## src/rtl/prcd_pkg.sv

```systemverilog
// Package for the pattern row code decoder: constants, controller states,
// command and status structs, and the per-track code extraction function.
// No dependencies; every other file of the block but prcd_checker imports it.
package prcd_pkg;

    // Defaults for the top-level parameters
    localparam int unsigned ROWS_PER_PATTERN_DEF = 64;
    localparam int unsigned MAX_TRACKS_DEF       = 8;

    // Code word layout and cell size
    localparam int unsigned CODE_TOP_SHIFT = 14;
    localparam int unsigned FULL_CELL      = 7;

    // Track count register
    localparam int unsigned CFG_W         = 4;
    localparam logic [CFG_W-1:0] TRACKS_RESET = 4'd8;

    // Per-track codes
    localparam logic [1:0] CODE_EMPTY  = 2'd0;
    localparam logic [1:0] CODE_EFFECT = 2'd1;
    localparam logic [1:0] CODE_NOTE   = 2'd2;
    localparam logic [1:0] CODE_FULL   = 2'd3;

    // Cell byte positions
    localparam logic [2:0] POS_NOTE       = 3'd0;
    localparam logic [2:0] POS_INSTRUMENT = 3'd4;
    localparam logic [2:0] POS_EFFECT     = 3'd5;
    localparam logic [2:0] POS_NONE       = 3'd7;

    // Controller states: the first four take bytes, the rest work on one
    typedef enum logic [2:0] {
        ST_LOW,
        ST_HIGH,
        ST_PAYLOAD,
        ST_IDLE,
        ST_SCAN,
        ST_CELL,
        ST_TRUNC
    } state_t;

    // Commands from controller to datapath
    typedef struct packed {
        logic restart;
        logic load_low;
        logic load_high;
        logic store_byte;
        logic open_payload;
        logic emit_cell;
        logic emit_empty;
        logic emit_trunc;
        logic row_inc;
    } cmd_t;

    // Status from datapath to controller
    typedef struct packed {
        logic track_lt_limit;
        logic code_nonzero;
        logic payload_last;
        logic last_row;
        logic out_free;
    } sts_t;

    // Pick the 2-bit code of a track, track 0 in the top bits
    function automatic logic [1:0] code_of(input logic [15:0] word, input logic [2:0] trk);
        logic [15:0] sh;
        sh = word >> (5'(CODE_TOP_SHIFT) - {1'b0, trk, 1'b0});
        return sh[1:0];
    endfunction

endpackage

```

## src/rtl/pattern_row_code_decoder_core.sv

```systemverilog
// Top level of the pattern row code decoder: controller plus datapath.
// Depends on prcd_pkg, prcd_ctrl and prcd_datapath.
//
//   channel | direction | handshake          | beat carries
//   --------+-----------+--------------------+-----------------------------------
//   in      | into      | in_valid/in_stall  | data_byte, pattern_start, final_byte
//   out     | out of    | out_valid/out_stall| row, track, 7 cell bytes, done, truncated
//   cfg     | into      | cfg_valid/cfg_ready| cfg_data = tracks_in_use
//
// A code word byte or a payload byte that does not finish a track is taken
// without a stall. A byte that finishes a track stalls the input while that cell
// is registered; then, as after the code word, the scan moves over the empty
// tracks (one empty cell per cycle through the single output register, while
// out_stall is low), stops at a track that opens a payload or at the row end,
// and ends with a truncation beat where one is due.
// Reset clears the phase to the code word low byte and sets tracks_in_use 8.
// out_stall freezes the output register and the scan of empty tracks; cfg_ready is always high.
module pattern_row_code_decoder_core #(
    parameter int unsigned ROWS_PER_PATTERN = prcd_pkg::ROWS_PER_PATTERN_DEF,
    parameter int unsigned MAX_TRACKS       = prcd_pkg::MAX_TRACKS_DEF
) (
    input  logic                        clk,
    input  logic                        rst_n,
    input  logic                        in_valid,
    output logic                        in_stall,
    input  logic [7:0]                  data_byte,
    input  logic                        pattern_start,
    input  logic                        final_byte,
    output logic                        out_valid,
    input  logic                        out_stall,
    output logic [5:0]                  row_index,
    output logic [2:0]                  track_index,
    output logic [7:0]                  note_byte,
    output logic [7:0]                  chord_one,
    output logic [7:0]                  chord_two,
    output logic [7:0]                  chord_three,
    output logic [7:0]                  instrument_byte,
    output logic [7:0]                  effect_byte,
    output logic [7:0]                  effect_param,
    output logic                        pattern_done,
    output logic                        truncated,
    input  logic                        cfg_valid,
    output logic                        cfg_ready,
    input  logic [prcd_pkg::CFG_W-1:0]  cfg_data
);
    import prcd_pkg::*;

    cmd_t cmd;
    sts_t sts;
    logic cfg_we;

    // Register writes are always taken
    assign cfg_ready = 1'b1;
    assign cfg_we    = cfg_valid && cfg_ready;

    prcd_ctrl u_ctrl (
        .clk           (clk),
        .rst_n         (rst_n),
        .in_valid      (in_valid),
        .in_stall      (in_stall),
        .pattern_start (pattern_start),
        .final_byte    (final_byte),
        .sts           (sts),
        .cmd           (cmd)
    );

    prcd_datapath #(
        .ROWS_PER_PATTERN (ROWS_PER_PATTERN),
        .MAX_TRACKS       (MAX_TRACKS)
    ) u_datapath (
        .clk             (clk),
        .rst_n           (rst_n),
        .cmd             (cmd),
        .sts             (sts),
        .cfg_we          (cfg_we),
        .cfg_data        (cfg_data),
        .data_byte       (data_byte),
        .out_stall       (out_stall),
        .out_valid       (out_valid),
        .row_index       (row_index),
        .track_index     (track_index),
        .note_byte       (note_byte),
        .chord_one       (chord_one),
        .chord_two       (chord_two),
        .chord_three     (chord_three),
        .instrument_byte (instrument_byte),
        .effect_byte     (effect_byte),
        .effect_param    (effect_param),
        .pattern_done    (pattern_done),
        .truncated       (truncated)
    );

endmodule

```

## src/rtl/prcd_ctrl.sv

```systemverilog
// Controller of the pattern row code decoder: phase state machine, input
// stall, and the command struct to the datapath. Depends on prcd_pkg.
module prcd_ctrl (
    input  logic            clk,
    input  logic            rst_n,
    input  logic            in_valid,
    output logic            in_stall,
    input  logic            pattern_start,
    input  logic            final_byte,
    input  prcd_pkg::sts_t  sts,
    output prcd_pkg::cmd_t  cmd
);
    import prcd_pkg::*;

    state_t state_reg, state_next;
    logic   final_reg, final_next;
    state_t phase;
    logic   accept;

    // Take bytes only in the decode phases
    assign in_stall = !((state_reg == ST_LOW) || (state_reg == ST_HIGH) ||
                        (state_reg == ST_PAYLOAD) || (state_reg == ST_IDLE));
    assign accept   = in_valid && !in_stall;

    // Pattern start forces the code word low byte
    always_comb
    begin
        phase = pattern_start ? ST_LOW : state_reg;
    end

    // Next state
    always_comb
    begin
        state_next = state_reg;
        final_next = final_reg;
        unique case (state_reg)
            ST_LOW, ST_HIGH, ST_PAYLOAD, ST_IDLE:
            begin
                if (accept)
                begin
                    final_next = final_byte;
                    unique case (phase)
                        ST_LOW:     state_next = final_byte ? ST_TRUNC : ST_HIGH;
                        ST_HIGH:    state_next = ST_SCAN;
                        ST_PAYLOAD:
                        begin
                            if (sts.payload_last)
                                state_next = ST_CELL;
                            else
                                state_next = final_byte ? ST_TRUNC : ST_PAYLOAD;
                        end
                        default:    state_next = ST_IDLE;
                    endcase
                end
            end
            ST_CELL:
            begin
                if (sts.out_free)
                    state_next = ST_SCAN;
            end
            ST_SCAN:
            begin
                if (sts.track_lt_limit)
                begin
                    if (sts.code_nonzero)
                        state_next = final_reg ? ST_TRUNC : ST_PAYLOAD;
                end
                else if (sts.last_row)
                    state_next = ST_IDLE;
                else
                    state_next = final_reg ? ST_TRUNC : ST_LOW;
            end
            ST_TRUNC:
            begin
                if (sts.out_free)
                    state_next = ST_IDLE;
            end
            default: state_next = ST_IDLE;
        endcase
    end

    // Commands
    always_comb
    begin
        cmd              = '0;
        cmd.restart      = accept && pattern_start;
        cmd.load_low     = accept && (phase == ST_LOW);
        cmd.load_high    = accept && (phase == ST_HIGH);
        cmd.store_byte   = accept && (phase == ST_PAYLOAD);
        unique case (state_reg)
            ST_SCAN:
            begin
                cmd.open_payload = sts.track_lt_limit && sts.code_nonzero;
                cmd.emit_empty   = sts.track_lt_limit && !sts.code_nonzero && sts.out_free;
                cmd.row_inc      = !sts.track_lt_limit && !sts.last_row;
            end
            ST_CELL:  cmd.emit_cell  = sts.out_free;
            ST_TRUNC: cmd.emit_trunc = sts.out_free;
            default:  cmd.row_inc    = 1'b0;
        endcase
    end

    // State registers
    always_ff @(posedge clk or negedge rst_n)
    begin
        if (!rst_n)
        begin
            state_reg <= ST_LOW;
            final_reg <= 1'b0;
        end
        else
        begin
            state_reg <= state_next;
            final_reg <= final_next;
        end
    end

endmodule

```

## src/rtl/prcd_datapath.sv

```systemverilog
// Datapath of the pattern row code decoder: code word, row and track
// counters, cell byte store, track count register and output register.
// Depends on prcd_pkg.
module prcd_datapath #(
    parameter int unsigned ROWS_PER_PATTERN = prcd_pkg::ROWS_PER_PATTERN_DEF,
    parameter int unsigned MAX_TRACKS       = prcd_pkg::MAX_TRACKS_DEF
) (
    input  logic                        clk,
    input  logic                        rst_n,
    input  prcd_pkg::cmd_t              cmd,
    output prcd_pkg::sts_t              sts,
    input  logic                        cfg_we,
    input  logic [prcd_pkg::CFG_W-1:0]  cfg_data,
    input  logic [7:0]                  data_byte,
    input  logic                        out_stall,
    output logic                        out_valid,
    output logic [5:0]                  row_index,
    output logic [2:0]                  track_index,
    output logic [7:0]                  note_byte,
    output logic [7:0]                  chord_one,
    output logic [7:0]                  chord_two,
    output logic [7:0]                  chord_three,
    output logic [7:0]                  instrument_byte,
    output logic [7:0]                  effect_byte,
    output logic [7:0]                  effect_param,
    output logic                        pattern_done,
    output logic                        truncated
);
    import prcd_pkg::*;

    localparam int unsigned ROW_W = (ROWS_PER_PATTERN > 1) ? $clog2(ROWS_PER_PATTERN) : 1;
    localparam int unsigned TRK_W = $clog2(MAX_TRACKS + 1);
    localparam logic [ROW_W-1:0] LAST_ROW = ROW_W'(ROWS_PER_PATTERN - 1);
    localparam logic [CFG_W-1:0] TRK_MAX  = CFG_W'(MAX_TRACKS);

    logic [CFG_W-1:0] tracks_reg;
    logic [15:0]      code_word_reg;
    logic [TRK_W-1:0] track_reg;
    logic [ROW_W-1:0] row_reg;
    logic [2:0]       count_reg;
    logic [7:0]       cell_reg [FULL_CELL];
    logic             out_valid_reg;

    logic [5:0]       row_index_reg;
    logic [2:0]       track_index_reg;
    logic [7:0]       out_bytes_reg [FULL_CELL];
    logic             done_reg;
    logic             trunc_reg;

    logic [CFG_W-1:0] trk_limit;
    logic [CFG_W-1:0] track_ext;
    logic [2:0]       trk3;
    logic [1:0]       cur_code;
    logic [2:0]       need;
    logic [2:0]       pos;
    logic             last_cell;
    logic             emit_any;

    // Clamp the track count and pick the current track's code
    always_comb
    begin
        trk_limit = ((tracks_reg == '0) || (tracks_reg > TRK_MAX)) ? TRK_MAX : tracks_reg;
        track_ext = CFG_W'(track_reg);
        trk3      = 3'(track_reg);
        cur_code  = code_of(code_word_reg, trk3);
        need      = (cur_code == CODE_FULL) ? 3'(FULL_CELL) : 3'd2;
    end

    // Where the next payload byte lands in the cell
    always_comb
    begin
        case (cur_code)
            CODE_EFFECT: pos = POS_EFFECT + {2'b00, count_reg[0]};
            CODE_NOTE:   pos = (count_reg == 3'd0) ? POS_NOTE : POS_INSTRUMENT;
            default:     pos = count_reg;
        endcase
    end

    // Status to the controller
    always_comb
    begin
        last_cell          = (({1'b0, track_ext} + 5'd1) >= {1'b0, trk_limit}) &&
                             (row_reg == LAST_ROW);
        sts.track_lt_limit = track_ext < trk_limit;
        sts.code_nonzero   = cur_code != CODE_EMPTY;
        sts.payload_last   = ({1'b0, count_reg} + 4'd1) >= {1'b0, need};
        sts.last_row       = row_reg == LAST_ROW;
        sts.out_free       = !out_valid_reg || !out_stall;
    end

    assign emit_any = cmd.emit_cell || cmd.emit_empty || cmd.emit_trunc;

    // Counters, track count register and output valid
    always_ff @(posedge clk or negedge rst_n)
    begin
        if (!rst_n)
        begin
            tracks_reg    <= TRACKS_RESET;
            track_reg     <= '0;
            row_reg       <= '0;
            count_reg     <= '0;
            out_valid_reg <= 1'b0;
        end
        else
        begin
            if (cfg_we)
                tracks_reg <= cfg_data;
            if (cmd.restart)
            begin
                row_reg   <= '0;
                track_reg <= '0;
                count_reg <= '0;
            end
            if (cmd.load_high)
                track_reg <= '0;
            if (cmd.store_byte)
                count_reg <= sts.payload_last ? 3'd0 : count_reg + 3'd1;
            if (cmd.open_payload)
                count_reg <= '0;
            if (cmd.emit_cell || cmd.emit_empty)
                track_reg <= track_reg + TRK_W'(1);
            if (cmd.row_inc)
            begin
                row_reg   <= row_reg + ROW_W'(1);
                track_reg <= '0;
            end
            if (emit_any)
                out_valid_reg <= 1'b1;
            else if (!out_stall)
                out_valid_reg <= 1'b0;
        end
    end

    // Code word, cell store and output beat payload
    always_ff @(posedge clk)
    begin
        if (cmd.load_low)
            code_word_reg[7:0] <= data_byte;
        if (cmd.load_high)
            code_word_reg[15:8] <= data_byte;
        if (cmd.open_payload)
        begin
            for (int i = 0; i < FULL_CELL; i++)
                cell_reg[i] <= '0;
        end
        if (cmd.store_byte && (pos != POS_NONE))
            cell_reg[pos] <= data_byte;
        if (emit_any)
        begin
            row_index_reg   <= cmd.emit_trunc ? 6'd0 : 6'(row_reg);
            track_index_reg <= cmd.emit_trunc ? 3'd0 : trk3;
            done_reg        <= !cmd.emit_trunc && last_cell;
            trunc_reg       <= cmd.emit_trunc;
            for (int i = 0; i < FULL_CELL; i++)
                out_bytes_reg[i] <= cmd.emit_cell ? cell_reg[i] : 8'd0;
        end
    end

    assign out_valid       = out_valid_reg;
    assign row_index       = row_index_reg;
    assign track_index     = track_index_reg;
    assign note_byte       = out_bytes_reg[0];
    assign chord_one       = out_bytes_reg[1];
    assign chord_two       = out_bytes_reg[2];
    assign chord_three     = out_bytes_reg[3];
    assign instrument_byte = out_bytes_reg[4];
    assign effect_byte     = out_bytes_reg[5];
    assign effect_param    = out_bytes_reg[6];
    assign pattern_done    = done_reg;
    assign truncated       = trunc_reg;

endmodule

```

## config.mk

```make
export PLATFORM = sky130hd
export DESIGN_NAME = pattern_row_code_decoder_core
export DESIGN_NICKNAME = d
export VERILOG_FILES = /design/src/rtl/prcd_pkg.sv /design/src/rtl/pattern_row_code_decoder_core.sv /design/src/rtl/prcd_ctrl.sv /design/src/rtl/prcd_datapath.sv
export SDC_FILE = /design/constraint.sdc
export NUM_CORES = 1
export LEC_CHECK = 0
export BUFFER_PORTS_ARGS = -buffer_cell sky130_fd_sc_hd__buf_2
export CORE_ASPECT_RATIO = 1.5
export CORE_MARGIN = 5
export CORE_UTILIZATION = 50
export CTS_CLUSTER_DIAMETER = 40
export DETAILED_ROUTE_END_ITERATION = 8
export PLACE_DENSITY = 0.71
export SKIP_LAST_GASP = 1
export SLEW_MARGIN = 20
export SYNTH_ARGS = -nofsm -noshare
export SYNTH_HDL_FRONTEND = slang
export SYNTH_SLANG_ARGS = --single-unit
```

## constraint.sdc

```tcl
create_clock -name clk -period 5.6 [get_ports clk]
set_input_delay 0.28 -clock clk [delete_from_list [all_inputs] [get_ports clk]]
set_output_delay 0.28 -clock clk [all_outputs]
set_load 0.02 [all_outputs]
```

==> results by group, run 1 <==
STA
  • WHS: 0.0900 ns
  • Worst Tran Pin Value: 0.955 ns
  • Setup TNS: 0 ns
  • Slew margin rel.: 0.361
  • Final Hold Vio Count: 0
  • Final Cycle Share: 0.667
  • Worst Skew: 0.00765 ns
  • Minimum clock period: 3.74 ns
  • Final-report max-slew violation count: 0
  • Unrepaired setup endpoints after global routing: no
  • Final Setup Violations: 0
  • Fmax: 268 MHz

Place
  • I/O Buffers: 87
  • RePlAce Congestion: 0.885
  • Post-detail-place hpwl: 9.60 mm

Synthesis
  • Share of the synthesized area in the top cell type: 0.568
  • Area leader, netlist: edfxtp_1
  • Synth warn: 0
  • Cell Area, Synth: 0.00692 mm²
  • Sequential area share after synthesis: 0.671
  • Area contributors post-synth: edfxtp_1 57%, and2_1 10%, dfrtp_1 7.6%, ha_1 3.3%, dfxtp_1 2.3%
  • Number of synthesized flops with an enable pin: 131
  • Fraction of registers with async set/reset: 0.137
  • Ys flop type: edfxtp_1
  • Synth Register Bits: 161
  • Mean Syn Cell Area: 13.5 µm²
  • Synth Net Count: 549
  • Synth unique cells: 56
  • Post-synthesis cell count: 512

Die
  • Initial Utilization: 0.511
  • Die ar.: 0.0163 mm²
  • Die W: 106 µm
  • Rows: 52
  • Core area: 0.0135 mm²
  • Die Span Y: 154 µm
  • IO Count: 89

Setup path
  • Worst Path Required: 5.67 ns
  • Worst path bufs/invs: 1
  • Critical Path Max Stage Delay: 0.60 ns
  • Critical Path Sink Type: flip-flop
  • Crit path kind: flip-flop to flip-flop
  • Worst-path cell chain: mux4_2, mux2i_1, ha_1, nand4b_1, o21ba_2, nand2_2, buf_4
  • CP max-delay cell: nand2_2
  • CP arrival: 3.81 ns
  • Cell family with most CP delay: multiplexers
  • Max FO, Critical Path: 37
  • CP Launch Type: flip-flop

Layout
  • Multi-input gate area: 0.00215 mm²
  • Register area: 0.00465 mm²
  • Area grow syn2layout: 17.0%
  • Number of diodes: 0
  • Layout net count: 639
  • Fillers: 1072
  • Share of layout cells above drive strength 1: 0.246
  • Commonest non-fill, non-tap cell in the layout: edfxtp_1
  • Most frequent cells in the layout: 131 x edfxtp_1, 114 x and2_1, 87 x buf_2

Routing
  • Post-DR wirelength/cell: 17.5 µm
  • Initial DRC Count: 221
  • Post-route DRC: 0
  • Post-route ant nets: 0
  • Via count: 4172
  • DR vias/cell: 5.38
  • DRT Pass-1 Iters: 5
  • Routed Wire Length: 13.5 mm

Power and ir drop
  • Leak: 3.19 nW
  • Switching power: 0.00123 W
  • Comb power frac: 0.241
  • Clock network power share: 0.300
  • Register share of total power: 0.459
  • Peak VDD IR: 275 µV
  • Cell Int Power: 0.00257 W
  • Pwr Density: 468 mW/mm²
  • Sw frac: 0.323

Clock tree
  • H-tree depth: 4
  • Clock sink count: 161
  • Inserted Clock Buffers: 17
  • Clock-pin slew on the worst setup and hold paths: 0.07 ns
  • Clock buffer depth: 2
  • Root buffer cell: clkbuf_16
  • Worst skew pair latency: 0.43 ns
  • CTS tree: done

Run
  • Max cap viols: 0

GRT
  • Initial antenna violation count: 0
  • First-pass GRT wire length: 22.4 mm
  • Via count of the first global-routing pass: 4369
  • Largest net degree at the start of global routing: 57
  • Total track usage: 0.179
  • GRT Residual Overflow: 0

Outcome
  • Outcome: finished, final reports clean

Min path
  • Class of the worst hold path: input port to flip-flop
routing by layer:
metal  global-route usage  wire (µm)  up-vias
met5                    0          0        -
met3               0.0382        648       23
met2                0.326       7450      126
li1                     -          -     2007
met1                0.205       5190     2016
met4               0.0673        266        0
path summary, 6_finish.rpt:
check / startpoint / end / slack, ns / depth (start not counted)
min in group asynchronous: rst_n / u_datapath.track_ext[3]$_DFFE_PN0P_ / 0.37 / 2
setup reg to reg: u_datapath.track_ext[0]$_DFFE_PN0P_ / u_datapath.out_bytes_reg[2][3]$_SDFFCE_PN0P_ / 1.86 / 7
hold reg to reg: u_datapath.cell_reg[6][4]$_SDFFE_PP0P_ / u_datapath.cell_reg[6][4]$_SDFFE_PP0P_ / 0.50 / 2
hold / removal: cfg_data[3] / u_datapath.tracks_reg[3]$_DFFE_PN1P_ / 0.09 / 2
max in group asynchronous: rst_n / u_datapath.count_reg[2]$_DFFE_PN0P_ / 4.86 / 2
setup / recovery: u_datapath.track_ext[0]$_DFFE_PN0P_ / u_datapath.out_bytes_reg[2][3]$_SDFFCE_PN0P_ / 1.86 / 7
cells in the mapped netlist (2+ instances only):
cell type,number
nor3_1,10
mux2_2,5
and2_1,114
nor2_1,20
o211ai_1,2
a211oi_1,2
edfxtp_1,131
clkbuf_1,17
dfxtp_1,8
mux2i_1,10
nand2_1,23
mux4_2,4
xnor2_1,2
a31oi_1,5
and3_1,3
nand3_1,10
nand2b_1,9
or2_2,6
a21oi_1,7
ha_1,18
nor2b_1,10
nor3b_1,3
nor2_2,8
inv_1,12
o21ai_0,18
dfrtp_1,21
a211o_1,3
o22ai_1,3
power groups by stage:
stage	logic, W	registers [W]	clock network, W
after floorplan	0.000502	0.00190	0
after global placement	0.000895	0.00175	0
after detailed placement	0.000924	0.00177	0
after CTS	0.000928	0.00174	0.00116
after global routing	0.00101	0.00177	0.00122
final	0.000915	0.00174	0.00114
repair_timing:
item	CTS	global route
gates resized for setup	0	0
setup endpoints to repair	0	0
buffers inserted	0	0
hold buffers	1	0
endpoints found under the hold margin	21	0
cell type report:
type	instances	area share
flip-flops and latches	161	0.574
well taps	162	0.0250
repair buffers	92	0.0587
clock buffers	17	0.0525
multi-input cells	318	0.265
clock inverters	14	0.0192
inverters	12	0.00556
cell families (layout without fill, tap and decap cells):
family / Yosys count / count (layout) / share of synthesized area
flops: 161 / 161 / 0.671
other cells: 1 / 1 / 0.000542
mux: 19 / 19 / 0.0356
simple gates: 225 / 225 / 0.188
compound gates: 52 / 52 / 0.0490
buf+inv: 33 / 135 / 0.0197
xor+xnor: 3 / 3 / 0.00380
fa+ha+maj: 18 / 18 / 0.0325
metrics by stage:
step,util,total power [W],area (µm²),std cells,setup slack [ns]
after floorplan,-,0.00240,6920,512,1.59
after global placement,0.555,0.00265,7510,744,2.05
after detailed placement,0.555,0.00269,7510,744,1.83
after CTS,0.598,0.00383,8100,776,1.80
after global routing,0.598,0.00400,8100,776,1.49
final,0.598,0.00379,8100,776,1.86
Power figures use the tool's default switching activity.
==> inputs of run 2 (changes only) <==
clock period = 3.75 ns   (was 5.6 ns; I/O delays follow)
==> run 2 against run 1 <==
- power rose by 51%
- routed wire length is 3.7% lower
- utilization rose by 0.87 points
- clock power up 54%
- global-route usage down 1.1 points
- register-to-register slack worse by 1.5 ns
- via count up 0.41%
- final area up 1.5%
- sequential cell count did not move
- non-clock buffer count rose by 9
- clock skew increased by 0.0023 ns
- critical endpoint is now u_datapath.cell_reg[6][4]$_SDFFE_PP0P_
- highest routed layer unchanged
==> results by group, run 2 (synthesized netlist as in run 1, its figures left out) <==
Setup path
  • Worst-path cell chain: mux4_2, mux2i_1, ha_1, or3b_1, a2111o_1, nor3_4, mux2i_1, nor2_2
  • R2R depth: 8 (+1)
  • Crit path kind: flip-flop to flip-flop
  • Worst r2r src: u_datapath.track_ext[0]$_DFFE_PN0P_
  • Cell repeated most along the worst path: mux2i_1
  • CP startpoint: u_datapath.track_ext[0]$_DFFE_PN0P_
  • CP arrival: 3.71 ns (-0.10 ns)
  • Worst path depth: 8 (+1)
  • Setup crit end: u_datapath.cell_reg[6][4]$_SDFFE_PP0P_
  • Critical Path Max Stage Delay: 0.53 ns (-0.07 ns)
  • Max FO, Critical Path: 9 (-76%)
  • CP max-delay cell: mux4_2
  • R2R Path End: u_datapath.cell_reg[6][4]$_SDFFE_PP0P_
  • Worst path bufs/invs: 0 (-1)
  • CP Launch Type: flip-flop
  • Worst Path Required: 4.06 ns (-1.61 ns)
  • Reg2Reg Setup Slack: 0.36 ns (-1.51 ns)
  • Cell family with most CP delay: multiplexers
  • Critical Path Sink Type: flip-flop

Power and ir drop
  • Register share of total power: 0.450 (-0.009)
  • Cell Int Power: 0.00392 W (+53%)
  • Comb power frac: 0.243 (+0.002)
  • Pwr Density: 699 mW/mm² (+49%)
  • Clock network power share: 0.306 (+0.006)
  • Sw frac: 0.317 (-0.00662)
  • Leak: 3.25 nW (+1.7%)
  • Final Power: 0.00574 W (+51%)
  • Switching power: 0.00182 W (+48%)
  • Peak VDD IR: 838 µV (+210%)

Routing
  • Post-DR wirelength/cell: 16.6 µm (-4.8%)
  • Initial DRC Count: 150 (-32%)
  • Routed Wire Length: 13.0 mm (-3.7%)
  • DRT Pass-1 Iters: 4 (-1)
  • Via count: 4189 (+0.41%)
  • Post-route DRC: 0 (unchanged)
  • DR vias/cell: 5.34 (-0.74%)
  • Post-route ant nets: 0 (unchanged)

GRT
  • Met1 usage: 0.182 (-0.0223)
  • Via count of the first global-routing pass: 4268 (-2.3%)
  • Total track usage: 0.168 (-0.0113)
  • First-pass GRT wire length: 21.2 mm (-5.6%)
  • GRT Max-Usage Layer: met2
  • GRT Residual Overflow: 0 (unchanged)
  • Largest net degree at the start of global routing: 68 (+19%)
  • M2 GR Usage: 0.311 (-0.0149)
  • Initial antenna violation count: 0 (unchanged)
  • Met3 Use GR: 0.0436 (+0.00545)

STA
  • Unrepaired setup endpoints after global routing: no
  • Slew margin rel.: 0.323 (-0.0375)
  • Final Cycle Share: 0.905 (+0.238)
  • Post-route setup slack: 0.356 ns (-1.51 ns)
  • Final-report max-slew violation count: 0 (unchanged)
  • Setup TNS: 0 ns (unchanged)
  • Final Setup Violations: 0 (unchanged)
  • Minimum clock period: 3.39 ns (-0.341 ns)
  • Worst Tran Pin Value: 1.01 ns (+0.0563 ns)
  • Fmax: 295 MHz (+10%)
  • Final Hold Vio Count: 0 (unchanged)
  • Worst Skew: 0.00997 ns (+0.00231 ns)

Layout
  • Cell Count, Final, Fillers Out: 785 (+1.2%)
  • Commonest non-fill, non-tap cell in the layout: edfxtp_1
  • Area grow syn2layout: 18.7%
  • Share of layout cells above drive strength 1: 0.250 (+0.00447)
  • Most frequent cells in the layout: 131 x edfxtp_1, 114 x and2_1, 87 x buf_2
  • Finished Core Util: 0.607 (+0.00869)
  • Number of diodes: 0 (unchanged)
  • Layout net count: 648 (+1.4%)

Min path
  • Class of the worst hold path: input port to flip-flop

Clock tree
  • Root buffer cell: clkbuf_16
  • Clock buffer depth: 2 (unchanged)
  • PostCTS Resize Cnt: 0 (unchanged)
  • Worst skew pair latency: 0.42 ns (about the same)
  • Inserted Clock Buffers: 17 (unchanged)
  • Clock sink count: 161 (unchanged)
  • # Post-CTS Setup Buffers: 0 (unchanged)
  • CTS tree: done
  • Clock-pin slew on the worst setup and hold paths: 0.06 ns (about the same)
  • H-tree depth: 4 (unchanged)

Die
  • Die Span Y: 154 µm (unchanged)
  • Die W: 106 µm (unchanged)
  • IO Count: 89 (unchanged)
  • Rows: 52 (unchanged)
  • Initial Utilization: 0.511 (unchanged)
  • Die ar.: 0.0163 mm² (unchanged)
  • Core area: 0.0135 mm² (unchanged)

Place
  • Pre-CTS worst setup slack: 0.349 ns (-1.48 ns)
  • Inst Count DP: 748 (+0.54%)
  • RePlAce Congestion: 0.841 (-5.0%)
  • Post-detail-place hpwl: 9.18 mm (-4.4%)
  • I/O Buffers: 87 (unchanged)

Run
  • Max cap viols: 0 (unchanged)

Outcome
  • Outcome: finished, final reports clean
[run 2: power by group through the flow]
stage | Clock, W | Sequential (W) | Combinational, W
CTS | 0.00179 | 0.00259 | 0.00143
global placement | 0 | 0.00261 | 0.00136
finish | 0.00176 | 0.00258 | 0.00140
floorplan | 0 | 0.00283 | 0.000751
global route | 0.00187 | 0.00263 | 0.00154
detailed placement | 0 | 0.00262 | 0.00142
[run 2: final cells by class]
type | count | area (µm²)
timing repair buffer | 101 | 568
clock buffer | 17 | 425
sequential | 161 | 4650
fill | 1099 | 5320
multi-input combinational | 318 | 2150
inverter | 12 | 45.0
tap | 162 | 203
clock inverter | 14 | 180
[run 2: worst min-delay path by stage]
| stage | startpoint | end | slack (ns) | cells after the start |
|---|---|---|---|---|
| CTS | cfg_valid | u_datapath.tracks_reg[1]$_DFFE_PN0P_ | 0.05 | 2 |
| floorplan | rst_n | u_ctrl.final_reg$_DFFE_PN0P_ | -0.11 | 0 |
| detailed placement | rst_n | u_datapath.tracks_reg[0]$_DFFE_PN0P_ | 0.20 | 1 |
| global placement | rst_n | u_datapath.tracks_reg[0]$_DFFE_PN0P_ | 0.19 | 1 |
| finish | cfg_valid | u_datapath.tracks_reg[0]$_DFFE_PN0P_ | 0.06 | 2 |
| global route | cfg_valid | u_datapath.tracks_reg[0]$_DFFE_PN0P_ | 0.06 | 2 |
[run 2: routing by layer]
layer  up-vias  share of wire
met4         0          0.020
li1       2023              -
met3        25          0.045
met5         -              0
met1      2016           0.38
met2       125           0.55
[run 2: repair_timing]
item                                    4_1_cts  5_1_grt
endpoints found under the setup margin        0        0
hold buffers                                  6        0
hold endpoints to repair                     26        0
[run 2: through the flow]
step | hold slack [ns] | area (µm²)
floorplan | -0.108 | 6920
global placement | 0.193 | 7550
detailed placement | 0.198 | 7550
CTS | 0.0525 | 8220
global route | 0.0624 | 8220
finish | 0.0642 | 8220
[run 2: worst register-to-register path, cell delays in order (launching register included)]
cell and delay (ns):
dfrtp_1 0.49, mux4_2 0.53, mux2i_1 0.28, ha_1 0.37, or3b_1 0.38, a2111o_1 0.48
nor3_4 0.43, mux2i_1 0.30, nor2_2 0.04
